### src/hw/rtl/vwap_pkg.sv
// shared types and constants of the vwap accumulator
`timescale 1ns / 1ps

package vwap_pkg;

  localparam int AVG_W     = 47;
  localparam int SUM_W     = 64;
  localparam int CNT_W     = 16;
  localparam int QDEPTH    = 4;
  localparam int Q_PTR_W   = $clog2(QDEPTH);
  localparam int LVL_W     = $clog2(QDEPTH + 1);

  // configuration register indexes
  localparam logic [1:0] CFG_MODE   = 2'd0;
  localparam logic [1:0] CFG_DEPTH  = 2'd1;
  localparam logic [1:0] CFG_TARGET = 2'd2;

  typedef enum logic [1:0] {
    MODE_ALL    = 2'd0,
    MODE_DEPTH  = 2'd1,
    MODE_VOLUME = 2'd2
  } weight_mode_e;

  typedef struct packed {
    logic [1:0]  weighting_mode;
    logic [15:0] depth_limit;
    logic [31:0] target_volume;
  } cfg_t;

  typedef struct packed {
    logic [30:0] level_price;
    logic [31:0] level_quantity;
    logic        last_level;
    logic        book_side;
  } in_item_t;

  typedef struct packed {
    logic [46:0] average_price;
    logic [63:0] volume_used;
    logic [15:0] levels_used;
    logic        value_saturated;
    logic        result_side;
  } out_item_t;

  // totals of one finished run, handed from front end to divider
  typedef struct packed {
    logic [SUM_W-1:0] value_sum;
    logic [SUM_W-1:0] volume_sum;
    logic [CNT_W-1:0] level_count;
    logic             saturated;
    logic             side;
  } run_sum_t;

  typedef struct packed {
    logic             empty;
    logic [LVL_W-1:0] level;
  } q_status_t;

endpackage

### src/hw/rtl/vwap_front.sv
// front end: item admission, quantity clipping, product and run accumulation
`timescale 1ns / 1ps

module vwap_front import vwap_pkg::*; (
  input  logic      clk_i,
  input  logic      rst_ni,
  input  cfg_t      cfg_i,
  input  logic      in_valid_i,
  output logic      in_stall_o,
  input  in_item_t  in_item_i,
  input  q_status_t q_status_i,
  output logic      push_o,
  output run_sum_t  push_data_o
);

  // run state that decides admission
  logic [SUM_W-1:0] vol_q, vol_d;
  logic [CNT_W-1:0] cnt_q, cnt_d;
  logic             lim_q, lim_d;

  // stage 1: admitted item
  logic             s1_valid_q;
  logic             s1_acc_q, s1_last_q, s1_side_q;
  logic [30:0]      s1_price_q;
  logic [31:0]      s1_take_q;
  logic [SUM_W-1:0] s1_vol_q;
  logic [CNT_W-1:0] s1_cnt_q;

  // stage 2: product
  logic             s2_valid_q;
  logic             s2_acc_q, s2_last_q, s2_side_q;
  logic [62:0]      s2_prod_q;
  logic [SUM_W-1:0] s2_vol_q;
  logic [CNT_W-1:0] s2_cnt_q;

  // value accumulator
  logic [SUM_W-1:0] val_q, val_d;
  logic             sat_q, sat_d;

  logic             in_fire;
  logic             accept;
  logic [31:0]      room, take;
  logic [SUM_W:0]   vol_sum;
  logic [SUM_W-1:0] vol_new;
  logic [CNT_W-1:0] cnt_new;
  logic             lim_new;
  logic [LVL_W:0]   credit;
  logic [62:0]      prod;
  logic [SUM_W:0]   val_sum;

  // a run end still in the pipe needs a queue slot later
  assign credit = {1'b0, q_status_i.level}
                + (LVL_W+1)'(s1_valid_q & s1_last_q)
                + (LVL_W+1)'(s2_valid_q & s2_last_q);
  assign in_stall_o = (credit >= (LVL_W+1)'(QDEPTH));
  assign in_fire    = in_valid_i & ~in_stall_o;

  always_comb begin
    case (cfg_i.weighting_mode)
      MODE_DEPTH:  accept = ~lim_q & (cnt_q < cfg_i.depth_limit);
      MODE_VOLUME: accept = ~lim_q & (vol_q < {32'd0, cfg_i.target_volume});
      default:     accept = ~lim_q;
    endcase
    // only used when volume is below target, so upper half is zero
    room = cfg_i.target_volume - vol_q[31:0];
    if (cfg_i.weighting_mode == MODE_VOLUME && in_item_i.level_quantity > room) begin
      take = room;
    end else begin
      take = in_item_i.level_quantity;
    end
    vol_sum = {1'b0, vol_q} + {33'd0, take};
    vol_new = vol_sum[SUM_W] ? '1 : vol_sum[SUM_W-1:0];
    cnt_new = (cnt_q == '1) ? cnt_q : cnt_q + CNT_W'(1);
    lim_new = (cfg_i.weighting_mode == MODE_DEPTH && cnt_new >= cfg_i.depth_limit)
           || (cfg_i.weighting_mode == MODE_VOLUME
               && vol_new >= {32'd0, cfg_i.target_volume});
    if (!accept) begin
      vol_new = vol_q;
      cnt_new = cnt_q;
      lim_new = lim_q;
    end
  end

  always_comb begin
    vol_d = vol_q;
    cnt_d = cnt_q;
    lim_d = lim_q;
    if (in_fire) begin
      if (in_item_i.last_level) begin
        vol_d = '0;
        cnt_d = '0;
        lim_d = 1'b0;
      end else begin
        vol_d = vol_new;
        cnt_d = cnt_new;
        lim_d = lim_new;
      end
    end
  end

  assign prod = s1_price_q * s1_take_q;

  always_comb begin
    val_sum = {1'b0, val_q} + {2'b00, s2_prod_q};
    val_d   = val_q;
    sat_d   = sat_q;
    if (s2_acc_q) begin
      if (val_sum[SUM_W]) begin
        val_d = '1;
        sat_d = 1'b1;
      end else begin
        val_d = val_sum[SUM_W-1:0];
        sat_d = sat_q | (&val_sum[SUM_W-1:0]);
      end
    end
  end

  assign push_o                  = s2_valid_q & s2_last_q;
  assign push_data_o.value_sum   = val_d;
  assign push_data_o.volume_sum  = s2_vol_q;
  assign push_data_o.level_count = s2_cnt_q;
  assign push_data_o.saturated   = sat_d;
  assign push_data_o.side        = s2_side_q;

  always_ff @(posedge clk_i or negedge rst_ni) begin
    if (!rst_ni) begin
      vol_q      <= '0;
      cnt_q      <= '0;
      lim_q      <= 1'b0;
      val_q      <= '0;
      sat_q      <= 1'b0;
      s1_valid_q <= 1'b0;
      s2_valid_q <= 1'b0;
    end else begin
      vol_q      <= vol_d;
      cnt_q      <= cnt_d;
      lim_q      <= lim_d;
      s1_valid_q <= in_fire;
      s2_valid_q <= s1_valid_q;
      if (s2_valid_q) begin
        if (s2_last_q) begin
          val_q <= '0;
          sat_q <= 1'b0;
        end else begin
          val_q <= val_d;
          sat_q <= sat_d;
        end
      end
    end
  end

  always_ff @(posedge clk_i) begin
    if (in_fire) begin
      s1_acc_q   <= accept;
      s1_last_q  <= in_item_i.last_level;
      s1_side_q  <= in_item_i.book_side;
      s1_price_q <= in_item_i.level_price;
      s1_take_q  <= take;
      s1_vol_q   <= vol_new;
      s1_cnt_q   <= cnt_new;
    end
    if (s1_valid_q) begin
      s2_acc_q  <= s1_acc_q;
      s2_last_q <= s1_last_q;
      s2_side_q <= s1_side_q;
      s2_prod_q <= prod;
      s2_vol_q  <= s1_vol_q;
      s2_cnt_q  <= s1_cnt_q;
    end
  end

endmodule

### src/hw/rtl/vwap_queue.sv
// short fifo of finished run totals between front end and divider
`timescale 1ns / 1ps

module vwap_queue import vwap_pkg::*; (
  input  logic      clk_i,
  input  logic      rst_ni,
  input  logic      push_i,
  input  run_sum_t  push_data_i,
  input  logic      pop_i,
  output run_sum_t  head_o,
  output q_status_t status_o
);

  run_sum_t           entry_q [QDEPTH];
  logic [Q_PTR_W-1:0] wr_ptr_q, rd_ptr_q;
  logic [LVL_W-1:0]   level_q;

  assign head_o         = entry_q[rd_ptr_q];
  assign status_o.level = level_q;
  assign status_o.empty = (level_q == '0);

  always_ff @(posedge clk_i or negedge rst_ni) begin
    if (!rst_ni) begin
      wr_ptr_q <= '0;
      rd_ptr_q <= '0;
      level_q  <= '0;
    end else begin
      if (push_i) begin
        wr_ptr_q <= wr_ptr_q + Q_PTR_W'(1);
      end
      if (pop_i) begin
        rd_ptr_q <= rd_ptr_q + Q_PTR_W'(1);
      end
      case ({push_i, pop_i})
        2'b10:   level_q <= level_q + LVL_W'(1);
        2'b01:   level_q <= level_q - LVL_W'(1);
        default: level_q <= level_q;
      endcase
    end
  end

  always_ff @(posedge clk_i) begin
    if (push_i) begin
      entry_q[wr_ptr_q] <= push_data_i;
    end
  end

endmodule

### src/hw/rtl/vwap_divider.sv
// back end: bit-serial fixed point divider and result register
`timescale 1ns / 1ps

module vwap_divider import vwap_pkg::*; #(
  parameter int FRAC_BITS = 16
) (
  input  logic      clk_i,
  input  logic      rst_ni,
  input  q_status_t q_status_i,
  input  run_sum_t  head_i,
  output logic      pop_o,
  output logic      out_valid_o,
  input  logic      out_stall_i,
  output out_item_t out_item_o
);

  localparam int QW    = SUM_W + FRAC_BITS;
  localparam int STP_W = $clog2(QW + 1);

  typedef enum logic [2:0] {
    ST_IDLE = 3'b001,
    ST_DIV  = 3'b010,
    ST_DONE = 3'b100
  } div_state_e;

  div_state_e       state_q, state_d;
  logic [QW-1:0]    divd_q;
  logic [SUM_W-1:0] rem_q, den_q;
  logic [STP_W-1:0] step_q;
  logic             dz_q;
  logic [CNT_W-1:0] cnt_q;
  logic             sat_q, side_q;

  logic             out_valid_q;
  out_item_t        out_q;

  logic [SUM_W:0]   rem_sh, rem_sub;
  logic             ge;
  logic [AVG_W-1:0] avg;
  logic             out_free;

  // one quotient bit per cycle, dividend bits shift out as quotient bits shift in
  assign rem_sh  = {rem_q, divd_q[QW-1]};
  assign ge      = (rem_sh >= {1'b0, den_q});
  assign rem_sub = rem_sh - {1'b0, den_q};

  assign avg = dz_q                  ? '0 :
               (|divd_q[QW-1:AVG_W]) ? '1 : divd_q[AVG_W-1:0];

  assign out_free = ~out_valid_q | ~out_stall_i;
  assign pop_o    = (state_q == ST_IDLE) & ~q_status_i.empty;

  always_comb begin
    state_d = state_q;
    case (state_q)
      ST_IDLE: begin
        if (!q_status_i.empty) begin
          state_d = ST_DIV;
        end
      end
      ST_DIV: begin
        if (step_q == STP_W'(1)) begin
          state_d = ST_DONE;
        end
      end
      ST_DONE: begin
        if (out_free) begin
          state_d = ST_IDLE;
        end
      end
      default: state_d = ST_IDLE;
    endcase
  end

  always_ff @(posedge clk_i or negedge rst_ni) begin
    if (!rst_ni) begin
      state_q     <= ST_IDLE;
      out_valid_q <= 1'b0;
    end else begin
      state_q <= state_d;
      if (state_q == ST_DONE && out_free) begin
        out_valid_q <= 1'b1;
      end else if (!out_stall_i) begin
        out_valid_q <= 1'b0;
      end
    end
  end

  always_ff @(posedge clk_i) begin
    if (pop_o) begin
      divd_q <= QW'(head_i.value_sum) << FRAC_BITS;
      rem_q  <= '0;
      den_q  <= head_i.volume_sum;
      dz_q   <= (head_i.volume_sum == '0);
      step_q <= STP_W'(QW);
      cnt_q  <= head_i.level_count;
      sat_q  <= head_i.saturated;
      side_q <= head_i.side;
    end else if (state_q == ST_DIV) begin
      divd_q <= {divd_q[QW-2:0], ge};
      rem_q  <= ge ? rem_sub[SUM_W-1:0] : rem_sh[SUM_W-1:0];
      step_q <= step_q - STP_W'(1);
    end
    if (state_q == ST_DONE && out_free) begin
      out_q.average_price   <= avg;
      out_q.volume_used     <= den_q;
      out_q.levels_used     <= cnt_q;
      out_q.value_saturated <= sat_q;
      out_q.result_side     <= side_q;
    end
  end

  assign out_valid_o = out_valid_q;
  assign out_item_o  = out_q;

endmodule

### src/hw/rtl/vwap_accumulator.sv
// top level of the volume weighted average price accumulator
`timescale 1ns / 1ps

// Items (price, quantity, last mark, side) are taken at one per cycle while the
// result queue has room; each run ends with the item marked last and yields one
// result after the front-end pipeline and the divide. The divider handles one run at
// a time, so a stream of short runs is paced by the divider: up to four finished
// runs wait in the queue, after that in_stall_o stays high until a divide completes.
// Configuration writes are always taken (cfg_ready_o is tied high) and apply to
// the next item; write them only while the block is idle.
module vwap_accumulator import vwap_pkg::*; #(
  parameter int FRAC_BITS = 16
) (
  input  logic        clk_i,
  input  logic        rst_ni,
  input  logic        in_valid_i,
  output logic        in_stall_o,
  input  in_item_t    in_item_i,
  output logic        out_valid_o,
  input  logic        out_stall_i,
  output out_item_t   out_item_o,
  input  logic        cfg_valid_i,
  output logic        cfg_ready_o,
  input  logic [1:0]  cfg_index_i,
  input  logic [31:0] cfg_data_i
);

  cfg_t      cfg_q, cfg_d;
  logic      push, pop;
  run_sum_t  push_data, head;
  q_status_t q_status;

  assign cfg_ready_o = 1'b1;

  always_comb begin
    cfg_d = cfg_q;
    if (cfg_valid_i) begin
      case (cfg_index_i)
        CFG_MODE:   cfg_d.weighting_mode = cfg_data_i[1:0];
        CFG_DEPTH:  cfg_d.depth_limit    = cfg_data_i[15:0];
        CFG_TARGET: cfg_d.target_volume  = cfg_data_i;
        default:    cfg_d = cfg_q;
      endcase
    end
  end

  always_ff @(posedge clk_i or negedge rst_ni) begin
    if (!rst_ni) begin
      cfg_q.weighting_mode <= MODE_ALL;
      cfg_q.depth_limit    <= 16'd1;
      cfg_q.target_volume  <= '0;
    end else begin
      cfg_q <= cfg_d;
    end
  end

  vwap_front u_front (
    .clk_i       (clk_i),
    .rst_ni      (rst_ni),
    .cfg_i       (cfg_q),
    .in_valid_i  (in_valid_i),
    .in_stall_o  (in_stall_o),
    .in_item_i   (in_item_i),
    .q_status_i  (q_status),
    .push_o      (push),
    .push_data_o (push_data)
  );

  vwap_queue u_queue (
    .clk_i       (clk_i),
    .rst_ni      (rst_ni),
    .push_i      (push),
    .push_data_i (push_data),
    .pop_i       (pop),
    .head_o      (head),
    .status_o    (q_status)
  );

  vwap_divider #(
    .FRAC_BITS (FRAC_BITS)
  ) u_divider (
    .clk_i       (clk_i),
    .rst_ni      (rst_ni),
    .q_status_i  (q_status),
    .head_i      (head),
    .pop_o       (pop),
    .out_valid_o (out_valid_o),
    .out_stall_i (out_stall_i),
    .out_item_o  (out_item_o)
  );

  // credit scheme must keep a slot free for every run end in flight
  a_queue_no_overflow : assert property (@(posedge clk_i) disable iff (!rst_ni)
    push |-> (q_status.level != LVL_W'(QDEPTH)))
    else $error("run totals pushed into a full queue");

  a_queue_no_underflow : assert property (@(posedge clk_i) disable iff (!rst_ni)
    pop |-> (q_status.level != '0))
    else $error("divider popped an empty queue");

  a_zero_volume_average : assert property (@(posedge clk_i) disable iff (!rst_ni)
    (out_valid_o && out_item_o.volume_used == '0) |-> (out_item_o.average_price == '0))
    else $error("nonzero average for a run with no volume");

endmodule

### config.mk
export PLATFORM = sky130hd
export DESIGN_NAME = vwap_accumulator
export DESIGN_NICKNAME = d
export VERILOG_FILES = /design/src/hw/rtl/vwap_pkg.sv /design/src/hw/rtl/vwap_front.sv /design/src/hw/rtl/vwap_queue.sv /design/src/hw/rtl/vwap_divider.sv /design/src/hw/rtl/vwap_accumulator.sv
export SDC_FILE = /design/constraint.sdc
export NUM_CORES = 2
export LEC_CHECK = 0
export BUFFER_PORTS_ARGS = -buffer_cell sky130_fd_sc_hd__buf_4
export CORE_ASPECT_RATIO = 1.4
export CORE_MARGIN = 3
export CORE_UTILIZATION = 40
export CTS_BUF_LIST = sky130_fd_sc_hd__clkbuf_16
export DETAILED_ROUTE_END_ITERATION = 12
export GPL_ROUTABILITY_DRIVEN = 1
export PLACE_DENSITY_LB_ADDON = 0.15
export SLEW_MARGIN = 10
export SYNTH_ARGS = -nofsm -noshare
export SYNTH_HDL_FRONTEND = slang
export SYNTH_HIERARCHICAL = 1
export SYNTH_SLANG_ARGS = --single-unit
### constraint.sdc
create_clock -name clk_i -period 19.3 [get_ports clk_i]
set_input_delay 0.965 -clock clk_i [delete_from_list [all_inputs] [get_ports clk_i]]
set_output_delay 0.965 -clock clk_i [all_outputs]
set_load 0.01 [all_outputs]
== After elaboration in Yosys (flattened, before gate mapping) ==
Memories as Yosys holds them, arrays and structs flattened.
Index checks and enable logic that the tools add are counted.
W data, S select, Z words.

* Magnitude comparators: 7
* Add/sub/neg operators: 12
* Bitwise operators: 14
* Equality and inequality tests: 15
* Reductions and logical operators: 18
* Multiplexer cells: 29
* $mul: 1

{| class="wikitable"
|+ Operator list
! cell !! count
|-
| $mux W64 || 7
|-
| $mux W80 || 2
|-
| $add A64 B32 Y65 || 1
|-
| $add A64 B63 Y65 || 1
|-
| $ge A65 B64 Y1 || 1
|-
| $ge A64 B32 Y1 || 1
|-
| $logic_not A64 Y1 || 1
|-
| $lt A64 B32 Y1 || 1
|-
| $reduce_and A64 Y1 || 1
|-
| $sub A64 B64 Y64 || 1
|-
| $mul A31 B32 Y63 || 1
|-
| $mux W16 || 3
|-
| $mux W47 || 1
|-
| $reduce_or A33 Y1 || 1
|-
| $gt A32 B32 Y1 || 1
|-
| $mux W32 || 1
|-
| $sub A32 B32 Y32 || 1
|-
| $add A16 B1 Y16 const B || 1
|-
| $eq A16 B16 Y1 const B || 1
|-
| $ge A16 B16 Y1 || 1
|-
| $lt A16 B16 Y1 || 1
|-
| $mux W1 || 9
|-
| $mux W3 || 3
|-
| $pmux W3 S3 || 1
|-
| other kinds (27) || 53
|}

* Bits of input ports: 104
* Register bits: 864
* Memories kept: 1
* Memory bits (writable): 584

{| class="wikitable"
|+ Memories
! name !! depth !! width !! read ports !! clocked after memory_dff !! wr ports !! RTL line !! source
|-
| u_queue.entry_q || 4 || 146 || 1 || 0 || 1 || vwap_queue.sv:14 || <nowiki>run_sum_t entry_q [QDEPTH];</nowiki>
|}

== Logic depth before layout (Yosys ltp) ==
* Depth in word-level cells: 11
* Mapped depth: 51
* Mapped depth without buffers: 49

== Modules after synthesis ==
The synthesis kept the hierarchy.

{| class="wikitable"
|+ By module, submodules not included
! module !! area an instance (µm²) !! cells each !! seq. area each (µm²) !! times used
|-
| vwap_front || 60734.5 || 6687 || 12472.0 || 1
|-
| vwap_queue || 21515.6 || 799 || 17712.0 || 1
|-
| vwap_divider || 17116.4 || 1574 || 10131.0 || 1
|-
| vwap_accumulator || 2069.5 || 109 || 1252.5 || 1
|}

== Worst setup path before layout ==
No wires, ideal clock.

* Path kind: register -> register
* From: register cfg_q[0] (netlist bit)
* To: register u_front.lim_q
* Required time: 19.169 ns
* Clock period less this slack: 8.964 ns
* Path slack: 10.336 ns
* Cell stages (with the launch flop): 50
* Arrival time: 8.833 ns
* Setup time: 0.131 ns
* Cell sequence: dfrtp_1 > inv_1 > ha_1 > inv_1 > fa_1 > a21o_1 > a21oi_1 > o21bai_1 > a2111oi_0 > or3_1 > o211a_1 > o21ai_1 > a31oi_1 > o21ai_0 > a311oi_2 > ha_1 > o21ai_0 > nand2b_1 > (+14 left out) > buf_4 > o21ai_2 > nand2b_1 > clkbuf_1 > buf_2 > nand2_1 > ha_1 > a21oi_1 > o21ai_0 > a21o_1 > a211oi_1 > nor2_1 > a211oi_1 > o2111ai_1 > nor4_1 > nand4_1 > nor4_1 > a21oi_1

* Word-level cells in the longest chain between the ends: 11
* Elaborated cells on any way between the ends: 16
* Classes of those cells: add/sub (2); order compare (3); mux (5); bitwise (1); reduce/logical (5)

{| class="wikitable"
|+ Ends and longest elaborated chain
! item !! RTL line !! source
|-
| from (decl) || vwap_accumulator.sv:28 || <nowiki>cfg_t cfg_q, cfg_d;</nowiki>
|-
| from (signal assigned) || vwap_accumulator.sv:53 || <nowiki>cfg_q <= cfg_d;</nowiki>
|-
| $sub A32 B32 Y32 (*) || vwap_front.sv:65 || <nowiki>room = cfg_i.target_volume - vol_q[31:0];</nowiki>
|-
| $gt A32 B32 Y1 || vwap_front.sv:66 || <nowiki>if (cfg_i.weighting_mode == MODE_VOLUME && in_item_i.level_quantity > room) begin</nowiki>
|-
| $logic_and A1 B1 Y1 || vwap_front.sv:66 ||
|-
| $mux W32 (*) || vwap_front.sv:66 ||
|-
| via u_front.take[3] || vwap_front.sv:42 || <nowiki>logic [31:0] room, take;</nowiki>
|-
| $add A64 B32 Y65 (*) || vwap_front.sv:71 || <nowiki>vol_sum = {1'b0, vol_q} + {33'd0, take};</nowiki>
|-
| $mux W64 (*) || vwap_front.sv:72 || <nowiki>vol_new = vol_sum[SUM_W] ? '1 : vol_sum[SUM_W-1:0];</nowiki>
|-
| $ge A64 B32 Y1 (*) || vwap_front.sv:76 || <nowiki>&& vol_new >= {32'd0, cfg_i.target_volume});</nowiki>
|-
| $logic_and A1 B1 Y1 (*) || vwap_front.sv:76 ||
|-
| $logic_or A1 B1 Y1 (*) || vwap_front.sv:75 || <nowiki>|| (cfg_i.weighting_mode == MODE_VOLUME</nowiki>
|-
| $mux W1 (*) || vwap_front.sv:77 || <nowiki>if (!accept) begin</nowiki>
|-
| $mux W1 (*) || vwap_front.sv:89 || <nowiki>if (in_item_i.last_level) begin</nowiki>
|-
| to (signal assigned) || vwap_front.sv:137 || <nowiki>lim_q <= lim_d;</nowiki>
|-
| to (decl) || vwap_front.sv:19 || <nowiki>logic lim_q, lim_d;</nowiki>
|}

Mark *: on every way through the listed nets, which the timed path passes. The rest lies on a longest branch. The select of a mux whose other input is x is not followed.
A chain may end at the register's enable or synchronous reset.

== Final worst setup path ==
Same ends and word-level chain as after synthesis.

==> flow_summary.ini <==
[run_status]
outcome = finished, final reports clean

[clock_tree]
clk_latency_ps = 860
cts_tree = done
cts-resized-gates = 0
cts.clk_slew.worst_paths_ps = 60
clkSinkCount = 1448
postCtsSetupBuffers = 0
htreeDepth = 4
clockBufferDepth = 4
cts_inserted_buffers = 159
clockRootBuffer = clkbuf_16
ctsHoldBuffers = 0

[timing]
finalSetupViolCount = 0
fmax_mhz = 80.60
rsz0062_at_grt = no
fin_crit_sh = 0.6428
relSlewSlack = 0.2502
finalHoldViolCount = 0
final-max-slew-violation-count = 0
skew_ps = 82.68
tightest_slew_ps = 1113
finalSetupTns_ps = 0
fin_crit_ps = 12410

[routing]
drc = 0
firstDrtPassIters = 8
ant_nets = 0
routed_wl_mm = 304.1
via_count = 69670
post_drt_via_cell_ratio = 5.517
drtIter0Drc = 4609
wl_per_cell_um = 24.08

[yosys]
synth_edf_count = 1152
netlist_instances = 9169
seq_area_frac_synth = 0.4098
netlist_area_um2 = 101400
synth_flop_cell = edfxtp_1
synth_seq_cells = 1448
yosysWarnings = 6
synthArstFlopShare = 0.1443
syn_avg_cell_area_um2 = 11.06
yosysUniqueCellTypes = 121
synth_nets = 10730

[cells_and_area]
final_util = 0.4413
nets = 10760
syn2layout_area_growth_pct = 9.649
fillCellCount = 23830
postLayoutCellArea_um2 = 111200
multiInputGateArea_um2 = 53440
seqCellArea_um2 = 41580
drive_gt1_frac = 0.09525

[die]
io_pins = 236
dieArea_um2 = 259800
num_rows = 218
start_util = 0.4025
die_h_um = 601.8
die_x_um = 431.6
core_um2 = 252000

[placed_design]
hpwl_mm = 221.5
gp_congestion = 0.9149
dpl_cell_area_um2 = 106100
port_buffers = 234

[worst_setup_path]
r2r_start = cfg_q[0]
startpoint_type = flop
r2r-end = u_front/lim_q
crit_start = cfg_q[0]
endpoint = u_front/lim_q
crit_type = reg -> reg
critPathArrivalTime_ps = 13100
cpPeakStageDelay_ps = 700
worst_setup_path_end_kind = flop
ff2ff_setup_slack_ps = 6890
cp_slowest_cell = nand2_1
reg2reg_depth = 44
cp_max_fo = 31
cp.required_ps = 20000

[global_routing]
grt_max_degree = 84
grt_pass1_vias = 73320
grt.overflow.total = 0
grt_antenna_before_repair = 11
grt_first_pass_wirelength_mm = 462.3
grtUsageTotal = 0.2340

[flow_run]
maxCapViolCount = 0

[worst_hold_path]
hold_class = in -> async
[kinds of logic after synthesis]
logic type               count (synthesis)  share of synthesized area
AND/OR/NAND/NOR                       2548                     0.1150
buffers and inverters                 1628                    0.06415
AO/OA/AOI/OAI                         1616                     0.1034
adder cells (fa/ha/maj)               1455                     0.2439
flip-flops                            1448                     0.4098
XOR/XNOR                               254                    0.02193
multiplexers                           219                    0.04178
other                                    1                 0.00003697
[area by class of cell]
cell class,instances,area share
Clock buffer,163,0.03667
Timing Repair Buffer,359,0.02430
Sequential cell,1448,0.3738
Antenna cell,5,0.0001125
Tap cell,3300,0.03712
Clock inverter,117,0.008820
Inverter,1143,0.03870
Multi-Input combinational cell,6093,0.4804
[how the worst min path moves through the flow]
stage                               end  slack (ps)  depth (start not counted)
2_1_floorplan   u_divider/out_item_o[0]         400                          0
3_3_place_gp          u_front/s2_side_q         400                          0
3_5_place_dp   u_divider/out_item_o[17]         400                          0
4_1_cts               u_front/vol_q[11]          30                          1
5_1_grt           u_divider/out_valid_o          80                          1
6_report          u_divider/out_valid_o          90                          1
[cells in the final DEF, fill, tap and decap left out, types with 67 or more instances in the layout]
cell / n
a21o_1: 136
a21oi_1: 447
a22o_1: 144
a31oi_1: 88
and2_1: 268
buf_4: 358
clkbuf_16: 163
dfrtp_1: 204
dfxtp_1: 87
edfxtp_1: 1152
fa_1: 871
ha_1: 584
inv_1: 1157
mux4_2: 146
nand2_1: 1230
nand3_1: 103
nand4_1: 97
nor2_1: 479
nor3_1: 81
nor4_1: 67
o21ai_0: 370
xnor2_1: 153
xor2_1: 101
[sequential cells by signal (all words and copies together) (netlist names), 32 cells and up]
signal	flops
u_front/s2_vol_q	64
u_front/s2_prod_q	63
u_front/s1_take_q	32
u_front/s1_vol_q	64
u_divider/divd_q	80
u_front/val_q	64
u_queue/entry_q	584
u_divider/den_q	64
u_divider/out_item_o	129
u_divider/rem_q	64
cfg_q	50
u_front/vol_q	64
[stage by stage]
step / hold slack (ps) / setup slack (ps) / instances
after floorplan: 400.3 / 10340 / 9169
after global placement: 401.9 / 7325 / 12340
after detailed placement: 404.5 / 7174 / 12340
after CTS: 30.78 / 7095 / 12620
after global routing: 81.05 / 6131 / 12620
final: 94.00 / 6893 / 12630
[critical path: cells and delay by family, from the launching register on]
| family | cells | cell delay (ps) |
|---|---|---|
| simple gates | 10 | 3090 |
| flops | 1 | 410 |
| compound gates | 24 | 5770 |
| buf+inv | 5 | 1280 |
| fa+ha+maj | 5 | 1630 |
[cells in the mapped netlist (153+ instances only)]
| cell | count | area, um^2 |
|---|---|---|
| inv_1 | 1139 | 4275 |
| nor2_1 | 484 | 1817 |
| ha_1 | 584 | 7307 |
| and2_1 | 272 | 1702 |
| nand2_1 | 1231 | 4621 |
| o21ai_0 | 371 | 1857 |
| fa_1 | 871 | 17440 |
| clkbuf_1 | 353 | 1325 |
| xnor2_1 | 153 | 1340 |
| edfxtp_1 | 1152 | 34590 |
| a21oi_1 | 449 | 2247 |
| dfrtp_1 | 207 | 5180 |
[per-layer routing]
layer | track usage | wire (um)
met5 | 0 | 13
met4 | 0.08131 | 11530
met3 | 0.02930 | 14570
met2 | 0.4038 | 150900
met1 | 0.3029 | 127000
Power is left out: the tool's default activity adds up to more than one toggle a clock period on the data nets, which glitch-free logic cannot reach.
